--- src/hdl/nmea_rmc_pkg.sv ---
// Shared constants, types and character helpers for the NMEA RMC sentence parser.
// Depends on nothing; imported by nmea_rmc_sentence_parser.
package nmea_rmc_pkg;

    localparam int MAX_LINE_DEF      = 512;
    localparam int MINUTE_DIGITS_DEF = 6;

    localparam int CHAR_W   = 8;
    localparam int DIGIT_W  = 4;
    localparam int PAIR_W   = 7;
    localparam int LAT_W    = 27;
    localparam int LON_W    = 31;
    localparam int LAT_ACC_W = 27;
    localparam int LON_ACC_W = 30;
    localparam int LAT_DEG_W = 7;
    localparam int LON_DEG_W = 10;
    localparam int FIELD_W  = 4;
    localparam int POS_W    = 4;
    localparam int PAIRS    = 6;
    localparam int PAIR_IDX_W = 3;

    localparam logic [19:0] DEG_UNIT = 20'd600000;

    localparam logic [CHAR_W-1:0] CHAR_CR     = 8'h0D;
    localparam logic [CHAR_W-1:0] CHAR_LF     = 8'h0A;
    localparam logic [CHAR_W-1:0] CHAR_DOLLAR = 8'h24;
    localparam logic [CHAR_W-1:0] CHAR_STAR   = 8'h2A;
    localparam logic [CHAR_W-1:0] CHAR_COMMA  = 8'h2C;
    localparam logic [CHAR_W-1:0] CHAR_DOT    = 8'h2E;
    localparam logic [CHAR_W-1:0] CHAR_A      = 8'h41;
    localparam logic [CHAR_W-1:0] CHAR_C      = 8'h43;
    localparam logic [CHAR_W-1:0] CHAR_M      = 8'h4D;
    localparam logic [CHAR_W-1:0] CHAR_R      = 8'h52;
    localparam logic [CHAR_W-1:0] CHAR_S      = 8'h53;
    localparam logic [CHAR_W-1:0] CHAR_W_UP   = 8'h57;

    localparam logic [FIELD_W-1:0] FIELD_TYPE   = 4'd0;
    localparam logic [FIELD_W-1:0] FIELD_TIME   = 4'd1;
    localparam logic [FIELD_W-1:0] FIELD_STATUS = 4'd2;
    localparam logic [FIELD_W-1:0] FIELD_LAT    = 4'd3;
    localparam logic [FIELD_W-1:0] FIELD_NS     = 4'd4;
    localparam logic [FIELD_W-1:0] FIELD_LON    = 4'd5;
    localparam logic [FIELD_W-1:0] FIELD_EW     = 4'd6;
    localparam logic [FIELD_W-1:0] FIELD_DATE   = 4'd9;
    localparam logic [FIELD_W-1:0] FIELD_LAST   = 4'd15;

    localparam logic [PAIR_IDX_W-1:0] DATE_BASE = 3'd3;

    typedef enum logic [1:0] {
        TM_NONE,
        TM_R,
        TM_RM,
        TM_RMC
    } type_match_t;

    function automatic logic [DIGIT_W-1:0] dec_val(input logic [CHAR_W-1:0] c);
        logic [CHAR_W-1:0] t;
        t = c - 8'h30;
        return (c >= 8'h30 && c <= 8'h39) ? t[DIGIT_W-1:0] : '0;
    endfunction

    function automatic logic [DIGIT_W-1:0] hex_val(input logic [CHAR_W-1:0] c);
        logic [CHAR_W-1:0] t;
        logic [DIGIT_W-1:0] r;
        r = '0;
        if (c >= 8'h30 && c <= 8'h39)
        begin
            t = c - 8'h30;
            r = t[DIGIT_W-1:0];
        end
        else if (c >= 8'h41 && c <= 8'h46)
        begin
            t = c - 8'h37;
            r = t[DIGIT_W-1:0];
        end
        return r;
    endfunction

endpackage

--- src/hdl/nmea_rmc_sentence_parser.sv ---
// NMEA RMC sentence parser: one character per transaction, one result per newline.
// A newline is taken into the input register; its result is registered once the result register is free.
// Throughput: one character per cycle, but a newline waits while a stalled result is held; next state is combinational.
// Reset: rst_n clears all parse state and empties both the input and the result register.
// There is no clearing pass; the block can take characters as soon as reset is released.
// Depends on nmea_rmc_pkg.
module nmea_rmc_sentence_parser
    import nmea_rmc_pkg::*;
#(
    parameter int MAX_LINE      = MAX_LINE_DEF,
    parameter int MINUTE_DIGITS = MINUTE_DIGITS_DEF
)
(
    input  logic                     clk,
    input  logic                     rst_n,
    input  logic                     in_valid,
    output logic                     in_stall,
    input  logic [CHAR_W-1:0]        in_char,
    output logic                     out_valid,
    input  logic                     out_stall,
    output logic                     checksum_ok,
    output logic                     is_rmc,
    output logic                     fix_valid,
    output logic [PAIR_W-1:0]        hour,
    output logic [PAIR_W-1:0]        minute,
    output logic [PAIR_W-1:0]        second,
    output logic [PAIR_W-1:0]        day,
    output logic [PAIR_W-1:0]        month,
    output logic [PAIR_W-1:0]        year,
    output logic signed [LAT_W-1:0]  latitude,
    output logic signed [LON_W-1:0]  longitude
);

    localparam int LEN_W  = $clog2(MAX_LINE + 2);
    localparam int MDIG_W = $clog2(MINUTE_DIGITS + 1);
    localparam logic [LEN_W-1:0]  LEN_MAX  = LEN_W'(MAX_LINE);
    localparam logic [LEN_W-1:0]  LEN_SAT  = LEN_W'(MAX_LINE + 1);
    localparam logic [MDIG_W-1:0] MDIG_MAX = MDIG_W'(MINUTE_DIGITS);

    logic                     in_valid_reg;
    logic [CHAR_W-1:0]        in_char_reg;
    logic                     advance;
    logic                     out_free;
    logic                     is_lf;

    logic [CHAR_W-1:0]        xor_reg, xor_next;
    logic                     star_reg, star_next;
    logic [CHAR_W-1:0]        hex_reg, hex_next;
    logic [1:0]               hex_cnt_reg, hex_cnt_next;
    logic [LEN_W-1:0]         len_reg, len_next;
    logic [FIELD_W-1:0]       field_reg, field_next;
    logic [POS_W-1:0]         pos_reg, pos_next;
    type_match_t              type_reg, type_next;
    logic [PAIR_W-1:0]        pair_reg [PAIRS];
    logic [PAIR_W-1:0]        pair_next [PAIRS];
    logic [LAT_DEG_W-1:0]     lat_deg_reg, lat_deg_next;
    logic [LAT_ACC_W-1:0]     lat_acc_reg, lat_acc_next;
    logic [MDIG_W-1:0]        lat_mdig_reg, lat_mdig_next;
    logic [LON_DEG_W-1:0]     lon_deg_reg, lon_deg_next;
    logic [LON_ACC_W-1:0]     lon_acc_reg, lon_acc_next;
    logic [MDIG_W-1:0]        lon_mdig_reg, lon_mdig_next;
    logic                     fix_reg, fix_next;
    logic                     south_reg, south_next;
    logic                     west_reg, west_next;

    logic [DIGIT_W-1:0]       digit;
    logic [PAIR_IDX_W-1:0]    pair_idx;
    logic                     res_ok;
    logic                     res_rmc;
    logic                     res_data;
    logic [LAT_W-1:0]         lat_sum;
    logic [LON_W-1:0]         lon_sum;
    logic [LAT_W-1:0]         lat_res;
    logic [LON_W-1:0]         lon_res;

    logic                     out_valid_reg;
    logic                     ok_reg;
    logic                     rmc_reg;
    logic                     fixo_reg;
    logic [PAIR_W-1:0]        res_pair_reg [PAIRS];
    logic [LAT_W-1:0]         lat_out_reg;
    logic [LON_W-1:0]         lon_out_reg;

    assign is_lf    = (in_char_reg == CHAR_LF);
    assign out_free = !out_valid_reg || !out_stall;
    assign advance  = in_valid_reg && (!is_lf || out_free);
    assign in_stall = in_valid_reg && !advance;

    always_ff @(posedge clk or negedge rst_n)
    begin
        if (!rst_n)
        begin
            in_valid_reg <= 1'b0;
        end
        else if (in_valid && !in_stall)
        begin
            in_valid_reg <= 1'b1;
        end
        else if (advance)
        begin
            in_valid_reg <= 1'b0;
        end
    end

    always_ff @(posedge clk)
    begin
        if (in_valid && !in_stall)
        begin
            in_char_reg <= in_char;
        end
    end

    assign digit    = dec_val(in_char_reg);
    assign pair_idx = ((field_reg == FIELD_DATE) ? DATE_BASE : '0)
                      + {1'b0, pos_reg[2:1]};

    assign res_ok   = star_reg && (xor_reg == hex_reg) && (len_reg <= LEN_MAX);
    assign res_rmc  = (type_reg == TM_RMC);
    assign res_data = res_ok && res_rmc;
    assign lat_sum  = LAT_W'(lat_deg_reg) * LAT_W'(DEG_UNIT) + LAT_W'(lat_acc_reg);
    assign lon_sum  = LON_W'(lon_deg_reg) * LON_W'(DEG_UNIT) + LON_W'(lon_acc_reg);
    assign lat_res  = south_reg ? (LAT_W'(0) - lat_sum) : lat_sum;
    assign lon_res  = west_reg ? (LON_W'(0) - lon_sum) : lon_sum;

    always_comb
    begin
        xor_next      = xor_reg;
        star_next     = star_reg;
        hex_next      = hex_reg;
        hex_cnt_next  = hex_cnt_reg;
        len_next      = len_reg;
        field_next    = field_reg;
        pos_next      = pos_reg;
        type_next     = type_reg;
        pair_next     = pair_reg;
        lat_deg_next  = lat_deg_reg;
        lat_acc_next  = lat_acc_reg;
        lat_mdig_next = lat_mdig_reg;
        lon_deg_next  = lon_deg_reg;
        lon_acc_next  = lon_acc_reg;
        lon_mdig_next = lon_mdig_reg;
        fix_next      = fix_reg;
        south_next    = south_reg;
        west_next     = west_reg;

        if (in_char_reg == CHAR_CR)
        begin
            // Carriage return leaves the line state untouched.
        end
        else if (is_lf)
        begin
            xor_next      = '0;
            star_next     = 1'b0;
            hex_next      = '0;
            hex_cnt_next  = '0;
            len_next      = '0;
            field_next    = '0;
            pos_next      = '0;
            type_next     = TM_NONE;
            for (int i = 0; i < PAIRS; i++)
            begin
                pair_next[i] = '0;
            end
            lat_deg_next  = '0;
            lat_acc_next  = '0;
            lat_mdig_next = '0;
            lon_deg_next  = '0;
            lon_acc_next  = '0;
            lon_mdig_next = '0;
            fix_next      = 1'b0;
            south_next    = 1'b0;
            west_next     = 1'b0;
        end
        else
        begin
            if (len_reg != LEN_SAT)
            begin
                len_next = len_reg + 1'b1;
            end
            if ((len_reg == '0) && (in_char_reg == CHAR_DOLLAR))
            begin
                // A leading dollar sign is not part of the sentence.
            end
            else if (star_reg)
            begin
                if (hex_cnt_reg == 2'd0)
                begin
                    hex_next     = {hex_val(in_char_reg), 4'h0};
                    hex_cnt_next = 2'd1;
                end
                else if (hex_cnt_reg == 2'd1)
                begin
                    hex_next     = {hex_reg[7:4], hex_val(in_char_reg)};
                    hex_cnt_next = 2'd2;
                end
            end
            else if (in_char_reg == CHAR_STAR)
            begin
                star_next = 1'b1;
            end
            else
            begin
                xor_next = xor_reg ^ in_char_reg;
                if (in_char_reg == CHAR_COMMA)
                begin
                    if (field_reg != FIELD_LAST)
                    begin
                        field_next = field_reg + 1'b1;
                    end
                    pos_next = '0;
                end
                else
                begin
                    case (field_reg) inside
                        FIELD_TYPE:
                        begin
                            if (pos_reg == 4'd2)
                            begin
                                type_next = (in_char_reg == CHAR_R) ? TM_R : TM_NONE;
                            end
                            else if (pos_reg == 4'd3)
                            begin
                                type_next = (type_reg == TM_R && in_char_reg == CHAR_M)
                                            ? TM_RM : TM_NONE;
                            end
                            else if (pos_reg == 4'd4)
                            begin
                                type_next = (type_reg == TM_RM && in_char_reg == CHAR_C)
                                            ? TM_RMC : TM_NONE;
                            end
                        end
                        FIELD_TIME, FIELD_DATE:
                        begin
                            if (pos_reg < 4'd6)
                            begin
                                if (!pos_reg[0])
                                begin
                                    pair_next[pair_idx] = PAIR_W'(digit) * PAIR_W'(10);
                                end
                                else
                                begin
                                    pair_next[pair_idx] = pair_reg[pair_idx] + PAIR_W'(digit);
                                end
                            end
                        end
                        FIELD_STATUS:
                        begin
                            if (pos_reg == '0 && in_char_reg == CHAR_A)
                            begin
                                fix_next = 1'b1;
                            end
                        end
                        FIELD_LAT:
                        begin
                            if (pos_reg == 4'd0)
                            begin
                                lat_deg_next = LAT_DEG_W'(digit) * LAT_DEG_W'(10);
                            end
                            else if (pos_reg == 4'd1)
                            begin
                                lat_deg_next = lat_deg_reg + LAT_DEG_W'(digit);
                            end
                            else if (in_char_reg != CHAR_DOT && lat_mdig_reg < MDIG_MAX)
                            begin
                                lat_acc_next  = lat_acc_reg * LAT_ACC_W'(10)
                                                + LAT_ACC_W'(digit);
                                lat_mdig_next = lat_mdig_reg + 1'b1;
                            end
                        end
                        FIELD_NS:
                        begin
                            if (pos_reg == '0 && in_char_reg == CHAR_S)
                            begin
                                south_next = 1'b1;
                            end
                        end
                        FIELD_LON:
                        begin
                            if (pos_reg == 4'd0)
                            begin
                                lon_deg_next = LON_DEG_W'(digit) * LON_DEG_W'(100);
                            end
                            else if (pos_reg == 4'd1)
                            begin
                                lon_deg_next = lon_deg_reg
                                               + LON_DEG_W'(digit) * LON_DEG_W'(10);
                            end
                            else if (pos_reg == 4'd2)
                            begin
                                lon_deg_next = lon_deg_reg + LON_DEG_W'(digit);
                            end
                            else if (in_char_reg != CHAR_DOT && lon_mdig_reg < MDIG_MAX)
                            begin
                                lon_acc_next  = lon_acc_reg * LON_ACC_W'(10)
                                                + LON_ACC_W'(digit);
                                lon_mdig_next = lon_mdig_reg + 1'b1;
                            end
                        end
                        FIELD_EW:
                        begin
                            if (pos_reg == '0 && in_char_reg == CHAR_W_UP)
                            begin
                                west_next = 1'b1;
                            end
                        end
                        default:
                        begin
                        end
                    endcase
                    if (pos_reg != 4'd15)
                    begin
                        pos_next = pos_reg + 1'b1;
                    end
                end
            end
        end
    end

    always_ff @(posedge clk or negedge rst_n)
    begin
        if (!rst_n)
        begin
            xor_reg      <= '0;
            star_reg     <= 1'b0;
            hex_reg      <= '0;
            hex_cnt_reg  <= '0;
            len_reg      <= '0;
            field_reg    <= '0;
            pos_reg      <= '0;
            type_reg     <= TM_NONE;
            for (int i = 0; i < PAIRS; i++)
            begin
                pair_reg[i] <= '0;
            end
            lat_deg_reg  <= '0;
            lat_acc_reg  <= '0;
            lat_mdig_reg <= '0;
            lon_deg_reg  <= '0;
            lon_acc_reg  <= '0;
            lon_mdig_reg <= '0;
            fix_reg      <= 1'b0;
            south_reg    <= 1'b0;
            west_reg     <= 1'b0;
        end
        else if (advance)
        begin
            xor_reg      <= xor_next;
            star_reg     <= star_next;
            hex_reg      <= hex_next;
            hex_cnt_reg  <= hex_cnt_next;
            len_reg      <= len_next;
            field_reg    <= field_next;
            pos_reg      <= pos_next;
            type_reg     <= type_next;
            pair_reg     <= pair_next;
            lat_deg_reg  <= lat_deg_next;
            lat_acc_reg  <= lat_acc_next;
            lat_mdig_reg <= lat_mdig_next;
            lon_deg_reg  <= lon_deg_next;
            lon_acc_reg  <= lon_acc_next;
            lon_mdig_reg <= lon_mdig_next;
            fix_reg      <= fix_next;
            south_reg    <= south_next;
            west_reg     <= west_next;
        end
    end

    always_ff @(posedge clk or negedge rst_n)
    begin
        if (!rst_n)
        begin
            out_valid_reg <= 1'b0;
        end
        else if (advance && is_lf)
        begin
            out_valid_reg <= 1'b1;
        end
        else if (!out_stall)
        begin
            out_valid_reg <= 1'b0;
        end
    end

    always_ff @(posedge clk)
    begin
        if (advance && is_lf)
        begin
            ok_reg   <= res_ok;
            rmc_reg  <= res_rmc;
            fixo_reg <= res_data && fix_reg;
            for (int i = 0; i < PAIRS; i++)
            begin
                res_pair_reg[i] <= res_data ? pair_reg[i] : '0;
            end
            lat_out_reg <= res_data ? lat_res : '0;
            lon_out_reg <= res_data ? lon_res : '0;
        end
    end

    assign out_valid   = out_valid_reg;
    assign checksum_ok = ok_reg;
    assign is_rmc      = rmc_reg;
    assign fix_valid   = fixo_reg;
    assign hour        = res_pair_reg[0];
    assign minute      = res_pair_reg[1];
    assign second      = res_pair_reg[2];
    assign day         = res_pair_reg[3];
    assign month       = res_pair_reg[4];
    assign year        = res_pair_reg[5];
    assign latitude    = $signed(lat_out_reg);
    assign longitude   = $signed(lon_out_reg);

endmodule
--- config.mk ---
export PLATFORM = sky130hd
export DESIGN_NAME = nmea_rmc_sentence_parser
export DESIGN_NICKNAME = d
export VERILOG_FILES = /design/src/hdl/nmea_rmc_pkg.sv /design/src/hdl/nmea_rmc_sentence_parser.sv
export SDC_FILE = /design/constraint.sdc
export NUM_CORES = 1
export LEC_CHECK = 0
export ABC_AREA = 1
export CAP_MARGIN = 40
export CORE_ASPECT_RATIO = 1.4
export CORE_MARGIN = 10
export CORE_UTILIZATION = 55
export DETAILED_ROUTE_END_ITERATION = 8
export DONT_BUFFER_PORTS = 1
export PLACE_DENSITY = 0.68
export SYNTH_ARGS = -nofsm -noshare
export SYNTH_HDL_FRONTEND = slang
export SYNTH_SLANG_ARGS = --single-unit
--- constraint.sdc ---
create_clock -name clk -period 7.3 [get_ports clk]
set_input_delay 0.73 -clock clk [delete_from_list [all_inputs] [get_ports clk]]
set_output_delay 0.73 -clock clk [all_outputs]
set_load 0.05 [all_outputs]
## Word level (Yosys, flattened, before mapping)

Memories as Yosys holds them, arrays and structs flattened.
Cells that the tools add are included.

- Memories: 1
- Bits in registers: 235
- RAM bits: 42

- $add $sub $neg: 18
- Multiplexer cells: 190
- Bitwise gates (word level): 3
- Multipliers: 7
- Reductions and logical operators: 71
- Equal/unequal tests: 45
- Magnitude comparators: 10

Memories:

| name | words | width | rd ports | clocked after Yosys merged registers in | wr ports | line | source |
|---|---|---|---|---|---|---|---|
| res_pair_reg | 6 | 7 | 6 | 0 | 6 | nmea_rmc_sentence_parser.sv:80 | `logic [PAIR_W-1:0] res_pair_reg [PAIRS];` |

Operators with widths:

| cell | number |
|---|---|
| 30-bit 2-to-1 mux | 15 |
| 42-bit 2-to-1 mux | 9 |
| 27-bit 2-to-1 mux | 13 |
| 10-bit 2-to-1 mux | 16 |
| 7-bit 2-to-1 mux | 20 |
| 42-bit bitwise mux | 2 |
| 3-bit 2-to-1 mux | 27 |
| 4-bit 2-to-1 mux | 16 |
| 8-bit 2-to-1 mux | 8 |
| 8-bit by 7-bit == test with 1-bit output, second input constant | 6 |
| 1-bit 2-to-1 mux | 44 |
| 2-bit nonzero test | 19 |
| 2-bit 2-to-1 mux | 17 |
| 30-bit by 30-bit adder with 31-bit output | 1 |
| 31-bit 2-to-1 mux | 1 |
| 1-bit by 31-bit subtractor with 31-bit output, first input constant | 1 |
| 30-bit by 4-bit adder with 30-bit output | 1 |
| 30-bit by 3-bit multiplier with 29-bit output, second input constant | 1 |
| 27-bit adder | 1 |
| 27-bit by 4-bit adder with 27-bit output | 1 |
| 27-bit by 3-bit multiplier with 26-bit output, second input constant | 1 |
| 1-bit by 27-bit subtractor with 27-bit output, first input constant | 1 |
| 2-bit inequality test, second input constant | 13 |
| 13-bit AND reduction | 2 |
| other kinds (61) | 108 |

## Depth between registers and ports, before layout

Gate-level depths: netlist (run 1).

- Depth after elaboration: 19
- Mapped depth: 36
- Depth with buffers taken out: 36

## Worst setup path after synthesis (run 1)

No wires, ideal clock.

- Path kind: register to register
- Start point: register lon_deg_reg[8]
- End point: register lon_out_reg[30], in the netlist longitude[30] (data pin)
- Required time: 7.045 ns
- Data arrival time: 5.954 ns
- Period minus slack after synthesis: 6.209 ns
- Slack: 1.091 ns
- Setup time: 0.255 ns
- Cell stages (with the launch flop): 30
- Cell sequence: dfrtp_1 > fa_1 > xor2_1 > ha_1 > fa_1 > inv_1 > fa_1 > inv_1 > fa_1 > ha_1 > nand2_1 > o21ai_0 > inv_1 > o31ai_1 > nand3_1 > nand2_1 > xor2_1 > ha_1 > nand2_1 > nor2_1 > a211oi_1 > nand2_1 > nand2_1 > nand2_1 > inv_1 > nand2_1 > o21ai_0 > nand3_1 > nand2_1 > nor2_1

- Longest elaborated chain between the ends: 4

Ends and longest elaborated chain:

| item | line | source |
|---|---|---|
| start: declaration | nmea_rmc_sentence_parser.sv:59 | `logic [LON_DEG_W-1:0] lon_deg_reg, lon_deg_next;` |
| start signal: assignment | nmea_rmc_sentence_parser.sv:359 | `lon_deg_reg <= lon_deg_next;` |
| 10-bit by 14-bit multiplier with 24-bit output * | nmea_rmc_sentence_parser.sv:121 | `assign lon_sum = LON_W'(lon_deg_reg) * LON_W'(DEG_UNIT) + LON_W'(lon_acc_reg);` |
| 30-bit by 30-bit adder with 31-bit output * | nmea_rmc_sentence_parser.sv:121 |  |
| 1-bit by 31-bit subtractor with 31-bit output | nmea_rmc_sentence_parser.sv:123 | `assign lon_res = west_reg ? (LON_W'(0) - lon_sum) : lon_sum;` |
| 31-bit 2-to-1 mux * | nmea_rmc_sentence_parser.sv:123 |  |
| end signal: assignment | nmea_rmc_sentence_parser.sv:396 | `lon_out_reg <= res_data ? lon_res : '0;` |
| end: declaration | nmea_rmc_sentence_parser.sv:82 | `logic [LON_W-1:0] lon_out_reg;` |

Mark *: on every way between the ends. The rest lies on a longest branch, timed or not.
A chain may end at the register's enable or synchronous reset.

## Worst setup path after layout (run 1)

- Start point: register lon_deg_reg[9]
- End point: register lon_out_reg[30], in the netlist longitude[30] (data pin)

The elaborated chain is that of the path after synthesis.

==> flow_metrics.env, run 1 <==
export IMPL_run_status="complete, no violations"
export IMPL_cts_sinks=277
export IMPL_grt_ovfl_total=0
export IMPL_hold_viol=0
export IMPL_drtIter0Drc=1447
export IMPL_fin_setup_tns_ps=0
export IMPL_wirelength_um=78900
export IMPL_crit_slowest_cell="fa_1"
export IMPL_synth_ff_latch_count=277
export IMPL_ys_seq_area_share_pct=28.3
export IMPL_core_area_um2=47800
export IMPL_cp_start_kind="register"
export IMPL_relSlewSlack_pct=35.4
export IMPL_yosysUniqueCellTypes=64
export IMPL_grt_pass1_wl_um=125000
export IMPL_fin_cells=4285
export IMPL_worstReg2RegStart="lon_deg_reg[9]"
export IMPL_num_nets_final=4028
export IMPL_setup_violations=0
export IMPL_min_path_type="in -> async"
export IMPL_antenna_cells=0
export IMPL_min_period_over_period_pct=93.1
export IMPL_dpl_cell_area_um2=27200
export IMPL_dpl_hpwl_um=64400
export IMPL_peakVddDrop_uv=296
export IMPL_avgRoutedWirePerCell_um=18.4
export IMPL_post_drt_via_cell_ratio=5.69
export IMPL_slowest_delay_ps=550
export IMPL_netlist_top_cells_count="nand2_1 (876), inv_1 (514), nor2_1 (390), ha_1 (331), a21oi_1 (222)"
export IMPL_multi_input_area_um2=16800
export IMPL_initial_core_util_pct=55.4
export IMPL_dieArea_um2=57400
export IMPL_htree_levels=1
export IMPL_synth_top_area_share_pct=15.7
export IMPL_r2r_end="longitude[30]"
export IMPL_antenna_left=0
export IMPL_regArea_um2=7490
export IMPL_fin_worst_skew_ps=19.7
export IMPL_ys_flop_type="dfrtp_1"
export IMPL_die_w_um=205
export IMPL_drive_above_1_share_pct=4.10
export IMPL_grt_antenna_before_repair=0
export IMPL_fin_hold_ws_ps=92.0
export IMPL_clk_pin_slew_ps=70
export IMPL_fill_cells=4479
export IMPL_syn2layout_area_growth_pct=6.59
export IMPL_power_density_nw_per_um2=376
export IMPL_clock_latency_ps=610
export IMPL_crit_fanout=7
export IMPL_synth_nets=4022
export IMPL_clk_path_buf_depth=3
export IMPL_worst_pin_slew_ps=961
export IMPL_cp_end_kind="register"
export IMPL_place_inst=4227
export IMPL_synth_area_per_cell_um2=7.30
export IMPL_slew_viol_final=0
export IMPL_drv_cap=0
export IMPL_crit_required_ps=7660
export IMPL_rows=95
export IMPL_grt_max_degree=167
export IMPL_r2r_slack_ps=500
export IMPL_portBuffers=0
export IMPL_post_synth_top_count_cell="nand2_1"
export IMPL_r2r_cells=30
export IMPL_drc_errors=0
export IMPL_grt_total_usage_pct=27.2
export IMPL_rsz0062_at_grt="false"
export IMPL_yosysTopAreaCell="dfrtp_1"
export IMPL_syn_instance_count=3625
export IMPL_syn_area_um2=26500
export IMPL_period_minus_slack_ps=6800
export IMPL_synthArstFlopShare_pct=59.9
export IMPL_netlist_top_cells_area="dfrtp_1 (16%), ha_1 (16%), edfxtp_1 (13%), nand2_1 (12%), inv_1 (7.3%)"
export IMPL_fmax_mhz=147
export IMPL_synth_edf_count=111
export IMPL_cts_root_buf="clkbuf_16"
export IMPL_critPathKind="reg -> reg"
export IMPL_chipHeight_um=280
export IMPL_power_leakage_nw=14.8
export IMPL_first_pass_iters=5
export IMPL_gp_congestion=0.969
export IMPL_cts_inserted_buffers=30
export IMPL_worstPathArrival_ps=7160
export IMPL_critPathMostFrequentCell="nand2_1"
export IMPL_synth_warning_count=0
export IMPL_ios=117
export IMPL_vias=24400
export IMPL_cts_tree="built"
export IMPL_stdcell_area_um2=28200
export IMPL_grt_pass1_vias=23800
-- logic make-up after synthesis --
kind of cell	count (synthesis)	share of synthesized area, %
AOI/OAI and AO/OA	562	12.0
xor gates and xnor gates	117	3.87
adders and majority gates	385	19.7
buffers and inverters	568	8.30
DFF	277	28.3
muxes	1	0.0378
and+or+nand+nor	1715	27.8
-- layout make-up --
type / instances / area share [%]
multi-input cells: 2780 / 59.6
flip-flops and latches: 277 / 26.5
clock inverters: 21 / 0.692
well taps: 630 / 2.79
clock buffers: 35 / 2.83
repair buffers: 15 / 0.541
inverters: 527 / 7.02
-- layout by cell type, fill, tap and decap left out, types with 70 or more instances in the layout --
cell / synthesis / layout
nand2_1: 876 / 875
inv_1: 514 / 513
nor2_1: 390 / 389
ha_1: 331 / 331
a21oi_1: 222 / 222
nand3_1: 218 / 218
dfrtp_1: 166 / 165
o21ai_0: 160 / 158
edfxtp_1: 111 / 111
xor2_1: 81 / 80
nand4_1: 70 / 70
-- worst max-delay path, delay by kind of cell (launching register included) --
kind | cells | cell delay, ps
compound gates | 5 | 960
flops | 1 | 520
xor+xnor | 1 | 390
simple gates | 16 | 1370
fa+ha+maj | 7 | 3200
buf+inv | 1 | 100
-- power breakdown --
group	switching [mW]	internal, mW	leakage (nW)
logic	4.72	2.26	11.2
clock network	0.717	0.835	0.485
registers	0.257	1.82	3.16
-- what timing repair did --
item | CTS | global route
gates resized for setup | 0 | 5
hold endpoints to repair | 166 | 0
endpoints found under the setup margin | 0 | 6
hold buffers | 1 | 0
buffers inserted | 0 | 0
-- metal layers --
| metal | up-vias | GRT usage [%] | part of all wire [%] |
|---|---|---|---|
| met5 | - | 0 | 0 |
| met4 | 0 | 13.9 | 5.6 |
| met3 | 184 | 2.42 | 3.8 |
| met2 | 642 | 49.5 | 52 |
| met1 | 11500 | 30.8 | 39 |
| li1 | 12100 | - | - |
-- through the flow --
stage	utilization [%]	power, mW	setup slack (ps)
5_1_grt	59.0	11.6	11.2
6_report	59.0	10.6	501
2_1_floorplan	-	7.19	1090
4_1_cts	59.0	10.6	271
3_3_place_gp	56.8	8.89	456
3_5_place_dp	56.8	8.99	323
-- worst max-delay path by stage --
stage / from / to
CTS: lon_deg_reg[9] / longitude[29]
floorplan: lon_deg_reg[8] / longitude[30]
global placement: lon_deg_reg[9] / longitude[29]
finish: lon_deg_reg[9] / longitude[30]
detailed placement: lon_deg_reg[9] / longitude[29]
global route: lon_deg_reg[9] / longitude[30]
Note: power is estimated with default switching activity, not from simulation.
==> run 2, diff against run 1 <==
==> constraint.sdc (replaced) <==
create_clock -name clk -period 8.68 [get_ports clk]
set_input_delay 0.868 -clock clk [delete_from_list [all_inputs] [get_ports clk]]
set_output_delay 0.868 -clock clk [all_outputs]
set_load 0.05 [all_outputs]
==> run 2 against run 1 <==
  * Maximum frequency fell by 4.8%
  * Clock power fell by 10%
  * Non-clock buffer count fell by 5
  * Via count rose by 0.28%
  * Power fell by 15%
  * Design area barely moved
  * Largest power group unchanged
==> flow_metrics.env, run 2 (synthesis gave the netlist of run 1 again) <==
export IMPL_run_status="complete, no violations"
export IMPL_clkPwrFrac_pct=15.4
export IMPL_drtIter0Drc=1568
export IMPL_grt_ovfl_total=0
export IMPL_avgRoutedWirePerCell_um=18.5
export IMPL_crit_required_ps=9020
export IMPL_dieArea_um2=57400
export IMPL_vias=24500
export IMPL_fin_worst_skew_ps=35.7
export IMPL_drc_errors=0
export IMPL_min_path_type="in -> async"
export IMPL_layout_commonest_cell="nand2_1"
export IMPL_postCtsSetupRepairBufs=0
export IMPL_layout_common_cells="nand2_1 (875), inv_1 (513), nor2_1 (389), ha_1 (331), a21oi_1 (222)"
export IMPL_portBuffers=0
export IMPL_relSlewSlack_pct=37.3
export IMPL_cts_tree="built"
export IMPL_drv_cap=0
export IMPL_r2r_end="longitude[30]"
export IMPL_htree_levels=1
export IMPL_drive_above_1_share_pct=3.75
export IMPL_combinationalPowerShare_pct=65.1
export IMPL_clk_path_buf_depth=3
export IMPL_fin_util_pct=59.1
export IMPL_post_drt_via_cell_ratio=5.71
export IMPL_cts_inserted_buffers=30
export IMPL_layout_setup_ws_ps=1540
export IMPL_cts_repair_resized=0
export IMPL_worstPathArrival_ps=7480
export IMPL_clk_pin_slew_ps=70
export IMPL_cp_start_kind="register"
export IMPL_power_density_nw_per_um2=319
export IMPL_fmax_mhz=140
export IMPL_cp_end_kind="register"
export IMPL_first_pass_iters=8
export IMPL_wirelength_um=79200
export IMPL_ios=117
export IMPL_grt_pass1_wl_um=125000
export IMPL_pre_cts_slack_ps=1600
export IMPL_hold_viol=0
export IMPL_dpl_hpwl_um=64300
export IMPL_core_area_um2=47800
export IMPL_num_nets_final=4023
export IMPL_initial_core_util_pct=55.4
export IMPL_die_w_um=205
export IMPL_antenna_cells=0
export IMPL_ctsHoldBuffers=1
export IMPL_worstReg2RegStart="lon_deg_reg[4]"
export IMPL_crit_slowest_cell="dfrtp_1"
export IMPL_fin_cells=4280
export IMPL_setup_violations=0
export IMPL_worst_pin_slew_ps=941
export IMPL_gp_congestion=0.962
export IMPL_cts_root_buf="clkbuf_16"
export IMPL_power_switching_mw=4.77
export IMPL_rows=95
export IMPL_cts_sinks=277
export IMPL_syn2layout_area_growth_pct=6.60
export IMPL_critPathKind="reg -> reg"
export IMPL_r2r_slack_ps=1540
export IMPL_period_minus_slack_ps=7140
export IMPL_chipHeight_um=280
export IMPL_antenna_left=0
export IMPL_critPathMostFrequentCell="nand2_1"
export IMPL_peakVddDrop_uv=283
export IMPL_power_leakage_nw=14.8
export IMPL_fin_hold_ws_ps=313
export IMPL_clock_latency_ps=620
export IMPL_place_inst=4223
export IMPL_slowest_delay_ps=570
export IMPL_grt_total_usage_pct=27.0
export IMPL_r2r_cells=32
export IMPL_grt_antenna_before_repair=0
export IMPL_cell_internal_pwr_mw=4.24
export IMPL_slew_viol_final=0
export IMPL_rsz0062_at_grt="false"
export IMPL_p_seq_share_pct=19.4
export IMPL_grt_max_degree=167
export IMPL_fin_setup_tns_ps=0
export IMPL_crit_fanout=10
export IMPL_grt_pass1_vias=23700
export IMPL_sw_frac_of_total_pct=53.0
export IMPL_min_period_over_period_pct=82.3
[run 2: layer usage]
metal  vias up  wire length (um)  GRT usage [%]
li1      12000                 -              -
met1     11600             31600           30.9
met2       643             40200           48.8
met3       174              3130           2.51
met4         0              4240           13.5
met5         -                 0              0
[run 2: worst max-delay path, delay by kind of cell, from the launching register on]
kind / cells / cell delay (ps)
buf+inv: 6 / 550
flops: 1 / 570
simple gates: 12 / 1050
fa+ha+maj: 7 / 2870
xor+xnor: 1 / 330
compound gates: 6 / 1490
[run 2: how the worst max path moves through the flow]
stage	start	endpoint	slack (ps)	cells after the start
2_1_floorplan	lon_deg_reg[8]	longitude[30]	2470	29
3_3_place_gp	lon_deg_reg[4]	longitude[29]	1730	32
3_5_place_dp	lon_deg_reg[4]	longitude[27]	1600	30
4_1_cts	lon_deg_reg[4]	longitude[30]	1530	32
5_1_grt	lon_deg_reg[4]	longitude[30]	980	32
6_report	lon_deg_reg[4]	longitude[30]	1540	32
[run 2: per-stage QoR]
| stage | instance area [um^2] | power, mW |
|---|---|---|
| after floorplan | 26500 | 6.04 |
| after global placement | 27100 | 7.47 |
| after detailed placement | 27100 | 7.57 |
| after CTS | 28200 | 9.02 |
| after global routing | 28200 | 9.86 |
| final | 28200 | 9.01 |
[run 2: final cells by class]
type | instances | area [um^2]
clock buffers | 43 | 861
well taps | 630 | 788
flip-flops and latches | 277 | 7490
repair buffers | 10 | 98.8
multi-input cells | 2780 | 16800
fillers | 4488 | 19600
inverters | 527 | 1980
clock inverters | 13 | 204
[run 2: power by group through the flow]
stage | clock, mW | combinational, mW | sequential (mW)
after global routing | 1.46 | 6.63 | 1.77
after global placement | 0 | 5.71 | 1.77
after CTS | 1.41 | 5.86 | 1.75
after detailed placement | 0 | 5.79 | 1.77
after floorplan | 0 | 4.36 | 1.68
final | 1.39 | 5.87 | 1.75
==> run 3, diff against run 2 <==
==> constraint.sdc (replaced) <==
create_clock -name clk -period 7.4 [get_ports clk]
set_input_delay 0.74 -clock clk [delete_from_list [all_inputs] [get_ports clk]]
set_output_delay 0.74 -clock clk [all_outputs]
set_load 0.05 [all_outputs]
==> run 3 against run 2 <==
  * Core utilization rose by 0.11 points
  * Sequential power is 17% higher
  * Design area grew 0.19%
  * Final cell count is essentially flat
  * Register-to-register slack got worse by 1100 ps
  * Clock-buffer cell count down 8
  * Sequential share of layout area decreased by 0.050 points
  * Worst setup slack lost 1100 ps
  * Global-route usage down 0.096 points
  * Power is 18% higher
  * Clock skew down 12 ps
==> flow_metrics.env, run 3 (synthesis gave the netlist of run 1 again) <==
export IMPL_r2r_end="longitude[29]"
export IMPL_critPathKind="reg -> reg"
export IMPL_grt_antenna_before_repair=0
export IMPL_slowest_delay_ps=540
export IMPL_drtIter0Drc=1710
export IMPL_endpoint="longitude[29]"
export IMPL_hold_viol=0
export IMPL_avgRoutedWirePerCell_um=18.3
export IMPL_period_minus_slack_ps=6940
export IMPL_regArea_um2=7490
export IMPL_grt_ovfl_total=0
export IMPL_slew_viol_final=0
export IMPL_cts_root_buf="clkbuf_16"
export IMPL_drive_above_1_share_pct=3.97
export IMPL_r2r_cells=32
export IMPL_grt_pass1_wl_um=124000
export IMPL_grt_max_degree=167
export IMPL_ios=117
export IMPL_clock_latency_ps=610
export IMPL_worstReg2RegStart="lon_deg_reg[6]"
export IMPL_min_path_type="in -> async"
export IMPL_dieArea_um2=57400
export IMPL_multi_input_area_um2=16800
export IMPL_fmax_mhz=144
export IMPL_cts_tree="built"
export IMPL_grt_pass1_vias=23600
export IMPL_post_drt_via_cell_ratio=5.71
export IMPL_chipHeight_um=280
export IMPL_vias=24500
export IMPL_fin_hold_ws_ps=147
export IMPL_relSlewSlack_pct=34.5
export IMPL_clk_pin_slew_ps=70
export IMPL_critPathMostFrequentCell="nand2_1"
export IMPL_min_period_over_period_pct=93.7
export IMPL_portBuffers=0
export IMPL_power_leakage_nw=14.9
export IMPL_drv_cap=0
export IMPL_htree_levels=1
export IMPL_rows=95
export IMPL_first_pass_iters=8
export IMPL_core_area_um2=47800
export IMPL_crit_slowest_cell="fa_1"
export IMPL_r2r_slack_ps=460
export IMPL_cp_end_kind="register"
export IMPL_antenna_left=0
export IMPL_gp_congestion=0.966
export IMPL_initial_core_util_pct=55.4
export IMPL_fin_worst_skew_ps=23.6
export IMPL_antenna_cells=0
export IMPL_layout_common_cells="nand2_1 (875), inv_1 (513), nor2_1 (389), ha_1 (331), a21oi_1 (222)"
export IMPL_cp_start_kind="register"
export IMPL_fin_setup_tns_ps=0
export IMPL_fill_cells=4569
export IMPL_num_nets_final=4027
export IMPL_rsz0062_at_grt="false"
export IMPL_grt_total_usage_pct=26.9
export IMPL_worst_pin_slew_ps=982
export IMPL_postCtsSetupRepairBufs=0
export IMPL_clk_path_buf_depth=3
export IMPL_syn2layout_area_growth_pct=6.80
export IMPL_cts_inserted_buffers=30
export IMPL_peakVddDrop_uv=282
export IMPL_crit_fanout=7
export IMPL_crit_start="lon_deg_reg[6]"
export IMPL_die_w_um=205
export IMPL_drc_errors=0
export IMPL_setup_violations=0
export IMPL_power_density_nw_per_um2=376
export IMPL_worstPathArrival_ps=7290
export IMPL_layout_commonest_cell="nand2_1"
export IMPL_dpl_hpwl_um=64200
export IMPL_wirelength_um=78500
export IMPL_run_status="complete, no violations"
export IMPL_crit_required_ps=7760
export IMPL_cts_sinks=277
[run 3: power by group]
part	leakage [nW]	internal, mW	switching, mW
Clock	0.518	0.965	0.696
Sequential	3.16	1.79	0.255
Combinational	11.2	2.23	4.68
Total	14.9	4.99	5.63
[run 3: area by class of cell]
| class | instances | share of cell area (%) |
|---|---|---|
| tap | 630 | 2.79 |
| timing repair buffer | 14 | 0.456 |
| sequential | 277 | 26.5 |
| multi-input combinational | 2780 | 59.4 |
| inverter | 527 | 7.01 |
| clock inverter | 21 | 0.965 |
| clock buffer | 35 | 2.87 |
[run 3: worst max-delay path, delay by kind of cell, from the launching register on]
family          cells  cell delay [ps]
xor+xnor            1              300
compound gates      6             1320
buf+inv             5              470
simple gates       13             1260
flops               1              510
fa+ha+maj           7             2840
[run 3: metal layers]
metal	part of all wire (%)	vias up	GRT usage [%]
li1	-	12000	-
met2	51	710	48.5
met1	39	11600	30.9
met5	0	-	0
met4	5.4	0	13.8
met3	4.1	161	2.21
[run 3: timing repair]
action / in CTS / in global routing
hold buffers: 1 / 0
gates resized for setup: 0 / 3
setup endpoints to repair: 0 / 6
hold endpoints to repair: 166 / 0
[run 3: worst min path at each step]
stage,slack (ps),endpoint,startpoint,depth (start not counted)
after global routing,200,in_valid_reg,rst_n,1
after detailed placement,450,in_valid_reg,rst_n,0
final,150,in_valid_reg,rst_n,1
after global placement,450,out_valid,rst_n,0
after floorplan,440,field_reg[0],rst_n,0
after CTS,190,in_char_reg[3],in_char[3],0
[run 3: per-stage QoR]
| step | instance area [um^2] | setup WS [ps] | util (%) | cells | total power, mW |
|---|---|---|---|---|---|
| 2_1_floorplan | 26500 | 1190 | - | 3625 | 7.09 |
| 3_3_place_gp | 27100 | 564 | 56.8 | 4225 | 8.78 |
| 3_5_place_dp | 27200 | 372 | 56.8 | 4227 | 8.89 |
| 4_1_cts | 28300 | 306 | 59.2 | 4284 | 10.6 |
| 5_1_grt | 28300 | 41.7 | 59.2 | 4284 | 11.6 |
| 6_report | 28300 | 465 | 59.2 | 4284 | 10.6 |
